$ cat config.mk
export PLATFORM = sky130hd
export DESIGN_NAME = calendar_date_counter
export DESIGN_NICKNAME = d
export VERILOG_FILES = /design/src/rtl/cdc_pkg.sv /design/src/rtl/cdc_step.sv /design/src/rtl/calendar_date_counter.sv
export VERILOG_INCLUDE_DIRS = /design/src /design/src/rtl
export SDC_FILE = /design/constraint.sdc
export NUM_CORES = 1
export LEC_CHECK = 0
export ABC_AREA = 1
export CORE_MARGIN = 5
export CORE_UTILIZATION = 30
export CTS_BUF_LIST = sky130_fd_sc_hd__clkbuf_16
export DETAILED_ROUTE_END_ITERATION = 10
export DONT_BUFFER_PORTS = 1
export REMOVE_ABC_BUFFERS = 1
export SLEW_MARGIN = 20
export SYNTH_ARGS = -nofsm -noshare
export SYNTH_HDL_FRONTEND = slang
export SYNTH_SLANG_ARGS = --single-unit
export TNS_END_PERCENT = 20
$ cat constraint.sdc
create_clock -name clock -period 3 [get_ports clock]
set_input_delay 0.75 -clock clock [delete_from_list [all_inputs] [get_ports clock]]
set_output_delay 0.75 -clock clock [all_outputs]
set_load 0.01 [all_outputs]
$ cat src/rtl/calendar_date_counter_macros.svh
// Assertion macros for the calendar date counter.
// Included by the top level; depends on nothing else.
`ifndef CALENDAR_DATE_COUNTER_MACROS_SVH
`define CALENDAR_DATE_COUNTER_MACROS_SVH

// same-cycle implication, checked outside reset
`define CDC_ASSERT_NOW(label, clk, rst, ante, cons) \
   label: assert property (@(posedge clk) disable iff (rst) (ante) |-> (cons)) \
      else $error("calendar date counter: same-cycle check failed");

// next-cycle implication, checked outside reset
`define CDC_ASSERT_NEXT(label, clk, rst, ante, cons) \
   label: assert property (@(posedge clk) disable iff (rst) (ante) |=> (cons)) \
      else $error("calendar date counter: next-cycle check failed");

`endif

$ cat src/rtl/cdc_pkg.sv
// Shared types, constants and calendar functions for the date counter.
// Used by cdc_step and calendar_date_counter; no dependencies.
package cdc_pkg;

   localparam logic [11:0] YEAR_MIN = 12'd1900;
   localparam logic [11:0] YEAR_MAX = 12'd3000;
   localparam logic [3:0]  MONTH_JAN = 4'd1;
   localparam logic [3:0]  MONTH_FEB = 4'd2;
   localparam logic [3:0]  MONTH_DEC = 4'd12;
   localparam logic [4:0]  DAY_FIRST = 5'd1;
   localparam logic [4:0]  DAY_LONG  = 5'd31;
   localparam logic [4:0]  DAY_LEAP_FEB = 5'd29;

   localparam logic [4:0] MONTH_LEN [12] =
      '{5'd31, 5'd28, 5'd31, 5'd30, 5'd31, 5'd30, 5'd31, 5'd31, 5'd30, 5'd31, 5'd30, 5'd31};

   typedef enum logic [1:0] {
      REQ_READ = 2'd0,
      REQ_SET  = 2'd1,
      REQ_NEXT = 2'd2,
      REQ_PREV = 2'd3
   } req_kind_type;

   typedef struct packed {
      logic [11:0] year;
      logic [4:0]  day;
      logic [3:0]  month;
   } date_type;

   // Valid for years within 1900..3000: century years are matched directly.
   function automatic logic is_leap(input logic [11:0] y);
      logic century;
      logic quad_century;
      century      = 1'b0;
      quad_century = 1'b0;
      for (int k = 19; k <= 30; k++) begin
         if (y == 12'(k * 100)) begin
            century = 1'b1;
            if ((k % 4) == 0) begin
               quad_century = 1'b1;
            end
         end
      end
      return (y[1:0] == 2'b00) && (!century || quad_century);
   endfunction

   function automatic logic [4:0] days_in(input logic [3:0] m, input logic [11:0] y);
      logic [3:0] idx;
      idx = m - 4'd1;
      if (m < MONTH_JAN || m > MONTH_DEC) begin
         return DAY_LONG;
      end
      if (m == MONTH_FEB && is_leap(y)) begin
         return DAY_LEAP_FEB;
      end
      return MONTH_LEN[idx];
   endfunction

endpackage

$ cat src/rtl/cdc_step.sv
// Next-date logic: applies one request to the current date.
// Depends on cdc_pkg.
module cdc_step
   import cdc_pkg::*;
(
   input  date_type     cur_date,
   input  req_kind_type kind,
   input  date_type     new_date,
   output date_type     next_date
);

   logic [3:0] set_month;
   logic [11:0] set_year;
   logic [4:0] set_len;
   logic [4:0] cur_len;
   logic [3:0] prior_month;

   always_comb begin
      set_month = (new_date.month >= MONTH_JAN && new_date.month <= MONTH_DEC)
                  ? new_date.month : MONTH_JAN;
      set_year  = (new_date.year >= YEAR_MIN && new_date.year <= YEAR_MAX)
                  ? new_date.year : YEAR_MIN;
      // day is checked against the new month in the new year
      set_len   = days_in(set_month, set_year);
      cur_len   = days_in(cur_date.month, cur_date.year);
      prior_month = cur_date.month - 4'd1;
   end

   always_comb begin
      next_date = cur_date;
      case (kind)
         REQ_READ: begin
            next_date = cur_date;
         end
         REQ_SET: begin
            next_date.month = set_month;
            next_date.year  = set_year;
            next_date.day   = (new_date.day >= DAY_FIRST && new_date.day <= set_len)
                              ? new_date.day : DAY_FIRST;
         end
         REQ_NEXT: begin
            if (cur_date.day < cur_len) begin
               next_date.day = cur_date.day + 5'd1;
            end else begin
               next_date.day = DAY_FIRST;
               if (cur_date.month >= MONTH_DEC) begin
                  next_date.month = MONTH_JAN;
                  next_date.year  = (cur_date.year >= YEAR_MAX) ? YEAR_MIN
                                    : cur_date.year + 12'd1;
               end else begin
                  next_date.month = cur_date.month + 4'd1;
               end
            end
         end
         REQ_PREV: begin
            if (cur_date.day > DAY_FIRST) begin
               next_date.day = cur_date.day - 5'd1;
            end else if (cur_date.month > MONTH_JAN) begin
               next_date.month = prior_month;
               next_date.day   = days_in(prior_month, cur_date.year);
            end else begin
               // year saturates at the low end
               next_date.month = MONTH_DEC;
               next_date.day   = DAY_LONG;
               next_date.year  = (cur_date.year > YEAR_MIN) ? cur_date.year - 12'd1
                                 : YEAR_MIN;
            end
         end
         default: begin
            next_date = cur_date;
         end
      endcase
   end

endmodule

$ cat src/rtl/calendar_date_counter.sv
// Calendar date counter: read, set, next-day and previous-day requests.
// Each request word is held in the input register, then its result in the
// result register. Throughput: one request per cycle while rsp_tready does
// not stall the result register; the date register feeds the next-date
// logic and is written in the same cycle the result register loads.
// Reset (synchronous): date becomes January 1 1900, both stages empty.
`include "calendar_date_counter_macros.svh"

module calendar_date_counter
   import cdc_pkg::*;
(
   input  logic        clock,
   input  logic        reset,
   input  logic        req_tvalid,
   output logic        req_tready,
   // [3:0] new_month, [8:4] new_day, [20:9] new_year, [23:21] zero
   input  logic [23:0] req_tdata,
   // [1:0] req_type
   input  logic [1:0]  req_tuser,
   output logic        rsp_tvalid,
   input  logic        rsp_tready,
   // [3:0] cur_month, [8:4] cur_day, [20:9] cur_year, [23:21] zero
   output logic [23:0] rsp_tdata
);

   logic         req_valid_ff;
   logic         req_valid_in;
   req_kind_type req_kind_ff;
   date_type     req_date_ff;
   logic         rsp_valid_ff;
   logic         rsp_valid_in;
   date_type     rsp_date_ff;
   date_type     date_ff;
   date_type     date_in;
   logic         out_free;
   logic         advance;
   logic         date_ok;

   assign out_free   = !rsp_valid_ff || rsp_tready;
   assign advance    = req_valid_ff && out_free;
   assign req_tready = !req_valid_ff || advance;

   assign req_valid_in = (req_tvalid && req_tready) ? 1'b1
                         : (advance ? 1'b0 : req_valid_ff);
   assign rsp_valid_in = advance ? 1'b1 : (rsp_tready ? 1'b0 : rsp_valid_ff);

   cdc_step u_step (
      .cur_date  (date_ff),
      .kind      (req_kind_ff),
      .new_date  (req_date_ff),
      .next_date (date_in)
   );

   always_ff @(posedge clock) begin
      if (reset) begin
         req_valid_ff <= 1'b0;
         rsp_valid_ff <= 1'b0;
         date_ff      <= '{year: YEAR_MIN, day: DAY_FIRST, month: MONTH_JAN};
      end else begin
         req_valid_ff <= req_valid_in;
         rsp_valid_ff <= rsp_valid_in;
         // commit the date only when the result word can load
         if (advance) begin
            date_ff <= date_in;
         end
      end
   end

   always_ff @(posedge clock) begin
      if (req_tvalid && req_tready) begin
         req_kind_ff       <= req_kind_type'(req_tuser[1:0]);
         req_date_ff.month <= req_tdata[3:0];
         req_date_ff.day   <= req_tdata[8:4];
         req_date_ff.year  <= req_tdata[20:9];
      end
      if (advance) begin
         rsp_date_ff <= date_in;
      end
   end

   assign rsp_tvalid = rsp_valid_ff;
   assign rsp_tdata  = {3'b000, rsp_date_ff.year, rsp_date_ff.day, rsp_date_ff.month};

   assign date_ok = (date_ff.month >= MONTH_JAN) && (date_ff.month <= MONTH_DEC)
                    && (date_ff.day >= DAY_FIRST)
                    && (date_ff.day <= days_in(date_ff.month, date_ff.year))
                    && (date_ff.year >= YEAR_MIN) && (date_ff.year <= YEAR_MAX);

   `CDC_ASSERT_NOW(a_date_valid, clock, reset, 1'b1, date_ok)
   `CDC_ASSERT_NOW(a_rsp_matches_state, clock, reset, rsp_valid_ff, (rsp_date_ff == date_ff))
   `CDC_ASSERT_NEXT(a_advance_loads_rsp, clock, reset, advance, (rsp_valid_ff && rsp_date_ff == $past(date_in)))

endmodule

==> flow_metrics.tcl <==
set metrics [dict create \
    vdd_drop_max_uv 302 \
    grt_pass1_wl_mm 26.1 \
    final.setup.worst_slack_ns -0.185 \
    grt-ovfl-total 0 \
    row_count 47 \
    synth_edf_count 44 \
    register_area_sq_um 1780 \
    drt_iter0_drc 472 \
    via_count 5220 \
    final_antenna_net_count 0 \
    die_h_um 141 \
    hpwl_mm 11.9 \
    cp_max_fo 6 \
    syn_to_final_growth_pct 26.3 \
    grt_max_degree 35 \
    ys_seq_elements 67 \
    rsz0062_at_grt "true" \
    async_flop_share_pct 0 \
    fin_crit_sh_pct 106 \
    cp.required_ns 3.09 \
    clk_pin_slew_worst_paths_ns 0.05 \
    min_path_type "in2reg" \
    crit_start "req_date_ff[16]" \
    start_util_pct 30.7 \
    clock_sinks 67 \
    path_class "reg2reg" \
    ys_types 49 \
    setup_viol 10 \
    place_ws_ns -0.523 \
    violations "negative setup slack" \
    leakage_nw 2.81 \
    h-tree-depth 3 \
    fp.dieArea_sq_um 19700 \
    cts_tree "done" \
    layout_commonest_cell "nand2_1" \
    routed_wl_mm 15.9 \
    final.min_clock_period_ns 3.19 \
    stdcell_area_sq_um 6450 \
    r2r-start "req_date_ff[16]" \
    grt_usage_pct 16.3 \
    r2r_end "rsp_tdata[8]" \
    clock_latency_ns 0.34 \
    worst_slew_pin_slew_ns 0.489 \
    fin_skew_ns 0.00898 \
    io_pins 56 \
    hold_viol 0 \
    grt_pass1_vias 4878 \
    ys_warn_count 0 \
    power_density_nw_per_um2 457 \
    fin_nets 861 \
    drc 0 \
    num_antenna_cells 0 \
    viasPerCell 5.02 \
    endpoint "rsp_tdata[8]" \
    worstSetupEndpointType "register" \
    syn_area_per_cell_sq_um 6.99 \
    worst_r2r_path_depth 20 \
    outcome "complete, but fails checks" \
    wl_per_cell_um 15.2 \
    slew_headroom_pct 67.0 \
    regToRegSetupSlack_ns -0.19 \
    final_cells 1040 \
    maxSlewViolCount 0 \
    synth_seq_area_share_pct 34.9 \
    most-common-layout-cells "nand2_1, buf_4, nand3_1, inv_1, nor2_1" \
    ys.flop_type "edfxtp_1" \
    synth.cell_area_sq_um 5110 \
    core_sq_um 16600 \
    dr.pass1.iters 5 \
    max_freq_ghz 0.314 \
    port_buffers 0 \
    p_total_mw 2.95 \
    cts_buffers 9 \
    cap_violations 0 \
    clock_path_buffers 2 \
    finalSetupTns_ns -1.14 \
    placed_area_sq_um 5930 \
    die_w_um 141 \
    syn_inst 731 \
    final_layout_size_suffix_gt1_share_pct 24.4 \
    num-fill-cells 1726 \
    arrival_ns 3.28 \
    dp.cells 1013 \
    multi_input_comb_area_sq_um 2980 \
    cts_root_buf "clkbuf_16" \
    place_congestion 0.912 \
    antenna_found_initial 0 \
    cp-start-kind "register" \
]
## final cells by class
cell class              count  area share, %
clock inverters             7           1.05
inverters                  89           5.25
flip-flops and latches     67           27.6
repair buffers            100           12.1
well taps                 220           4.26
clock buffers               9           3.49
multi-input cells         548           46.2
## how the worst min path moves through the flow
stage                         to   startpoint  depth (start not counted)  slack [ns]
finish              req_valid_ff        reset                          1        0.47
global route        req_valid_ff        reset                          1        0.46
global placement      rsp_tvalid   rsp_tvalid                          2        0.54
floorplan            date_ff[18]  date_ff[18]                          2        0.51
CTS                 req_valid_ff        reset                          1        0.46
detailed placement    rsp_tvalid   rsp_tvalid                          2        0.55
## per-layer routing
layer	track usage, %	up-vias	share of wire, %	wire length (um)
met1	21.7	2363	44	7050
met4	5.25	0	2.3	366
met5	0	-	0	0
met3	3.65	25	6.6	1040
li1	-	2640	-	-
met2	26.4	192	47	7400
## power breakdown
group          internal [mW]  leakage (nW)  switching (mW)
Clock                  0.640         0.141           0.414
Sequential              1.06         0.611          0.0719
Combinational          0.298          2.06           0.465
Total                   2.00          2.81           0.951
## repair_timing
| action | CTS | global route |
|---|---|---|
| resized for setup | 30 | 16 |
| pin swaps | 12 | 7 |
| setup endpoints to repair | 18 | 40 |
| hold buffers | 0 | 0 |
| setup buffers | 5 | 6 |
## logic make-up after synthesis
kind of cell	Yosys count	share of synthesized area, %
AND/OR/NAND/NOR	376	32.7
AO/OA/AOI/OAI	142	16.8
buffers and inverters	118	9.67
flip-flops	67	34.9
adder cells (fa/ha/maj)	16	3.92
XOR/XNOR	11	2.03
other	1	0.0734
## cells in the mapped netlist, types with 2 or more instances
library cell / instances / area share [%]
o211ai_1: 4 / 0.59
o21ai_2: 2 / 0.34
o21ai_1: 6 / 0.59
clkinv_1: 2 / 0.15
a311oi_1: 3 / 0.51
ha_1: 16 / 3.9
buf_2: 6 / 0.59
clkbuf_1: 12 / 0.88
a211oi_1: 5 / 0.73
a21boi_1: 8 / 1.2
a21oi_2: 8 / 1.4
nand3b_1: 2 / 0.29
nand2_1: 175 / 13
inv_1: 67 / 4.9
edfxtp_1: 44 / 26
dfxtp_1: 23 / 9.0
inv_2: 19 / 1.4
nand3_2: 4 / 0.78
o21ai_0: 49 / 4.8
nor2_2: 4 / 0.49
nand3_1: 79 / 7.7
nor3_1: 15 / 1.5
a21oi_1: 37 / 3.6
buf_1: 2 / 0.15
buf_6: 2 / 0.44
nand4_1: 13 / 1.6
xor2_1: 10 / 1.7
a31oi_1: 10 / 1.2
nor2_1: 67 / 4.9
nand2_4: 2 / 0.44
a221oi_1: 3 / 0.51
nor4_1: 5 / 0.61
buf_4: 7 / 1.0
nand2_2: 5 / 0.61
## per-stage QoR
stage               utilization, %  hold WS (ns)
global placement              35.6         0.543
detailed placement            35.6         0.551
floorplan                        -         0.512
CTS                           38.2         0.459
finish                        38.8         0.474
global route                  38.8         0.458
## worst max-delay path, stage by stage (launching register included)
cell      delay (ns)
edfxtp_1        0.43
buf_4           0.16
buf_4           0.13
nand3_1         0.06
o211ai_1        0.12
nand2_2         0.12
nand2_4         0.10
inv_4           0.09
nand4_1         0.15
nand3b_1        0.20
nand2_1         0.06
nand2_1         0.05
nand4_1         0.09
nand2_1         0.06
ha_1            0.29
a211oi_2        0.26
nor2_2          0.10
a211oi_2        0.23
o21ai_1         0.09
o21ai_1         0.11
inv_1           0.06
## sequential cells by signal (all words and copies together) (netlist names)
signal        flops
date_ff          21
req_date_ff      21
rsp_tdata        21
req_kind_ff       2
req_valid_ff      1
rsp_tvalid        1
(Power assumes the default switching activity.)
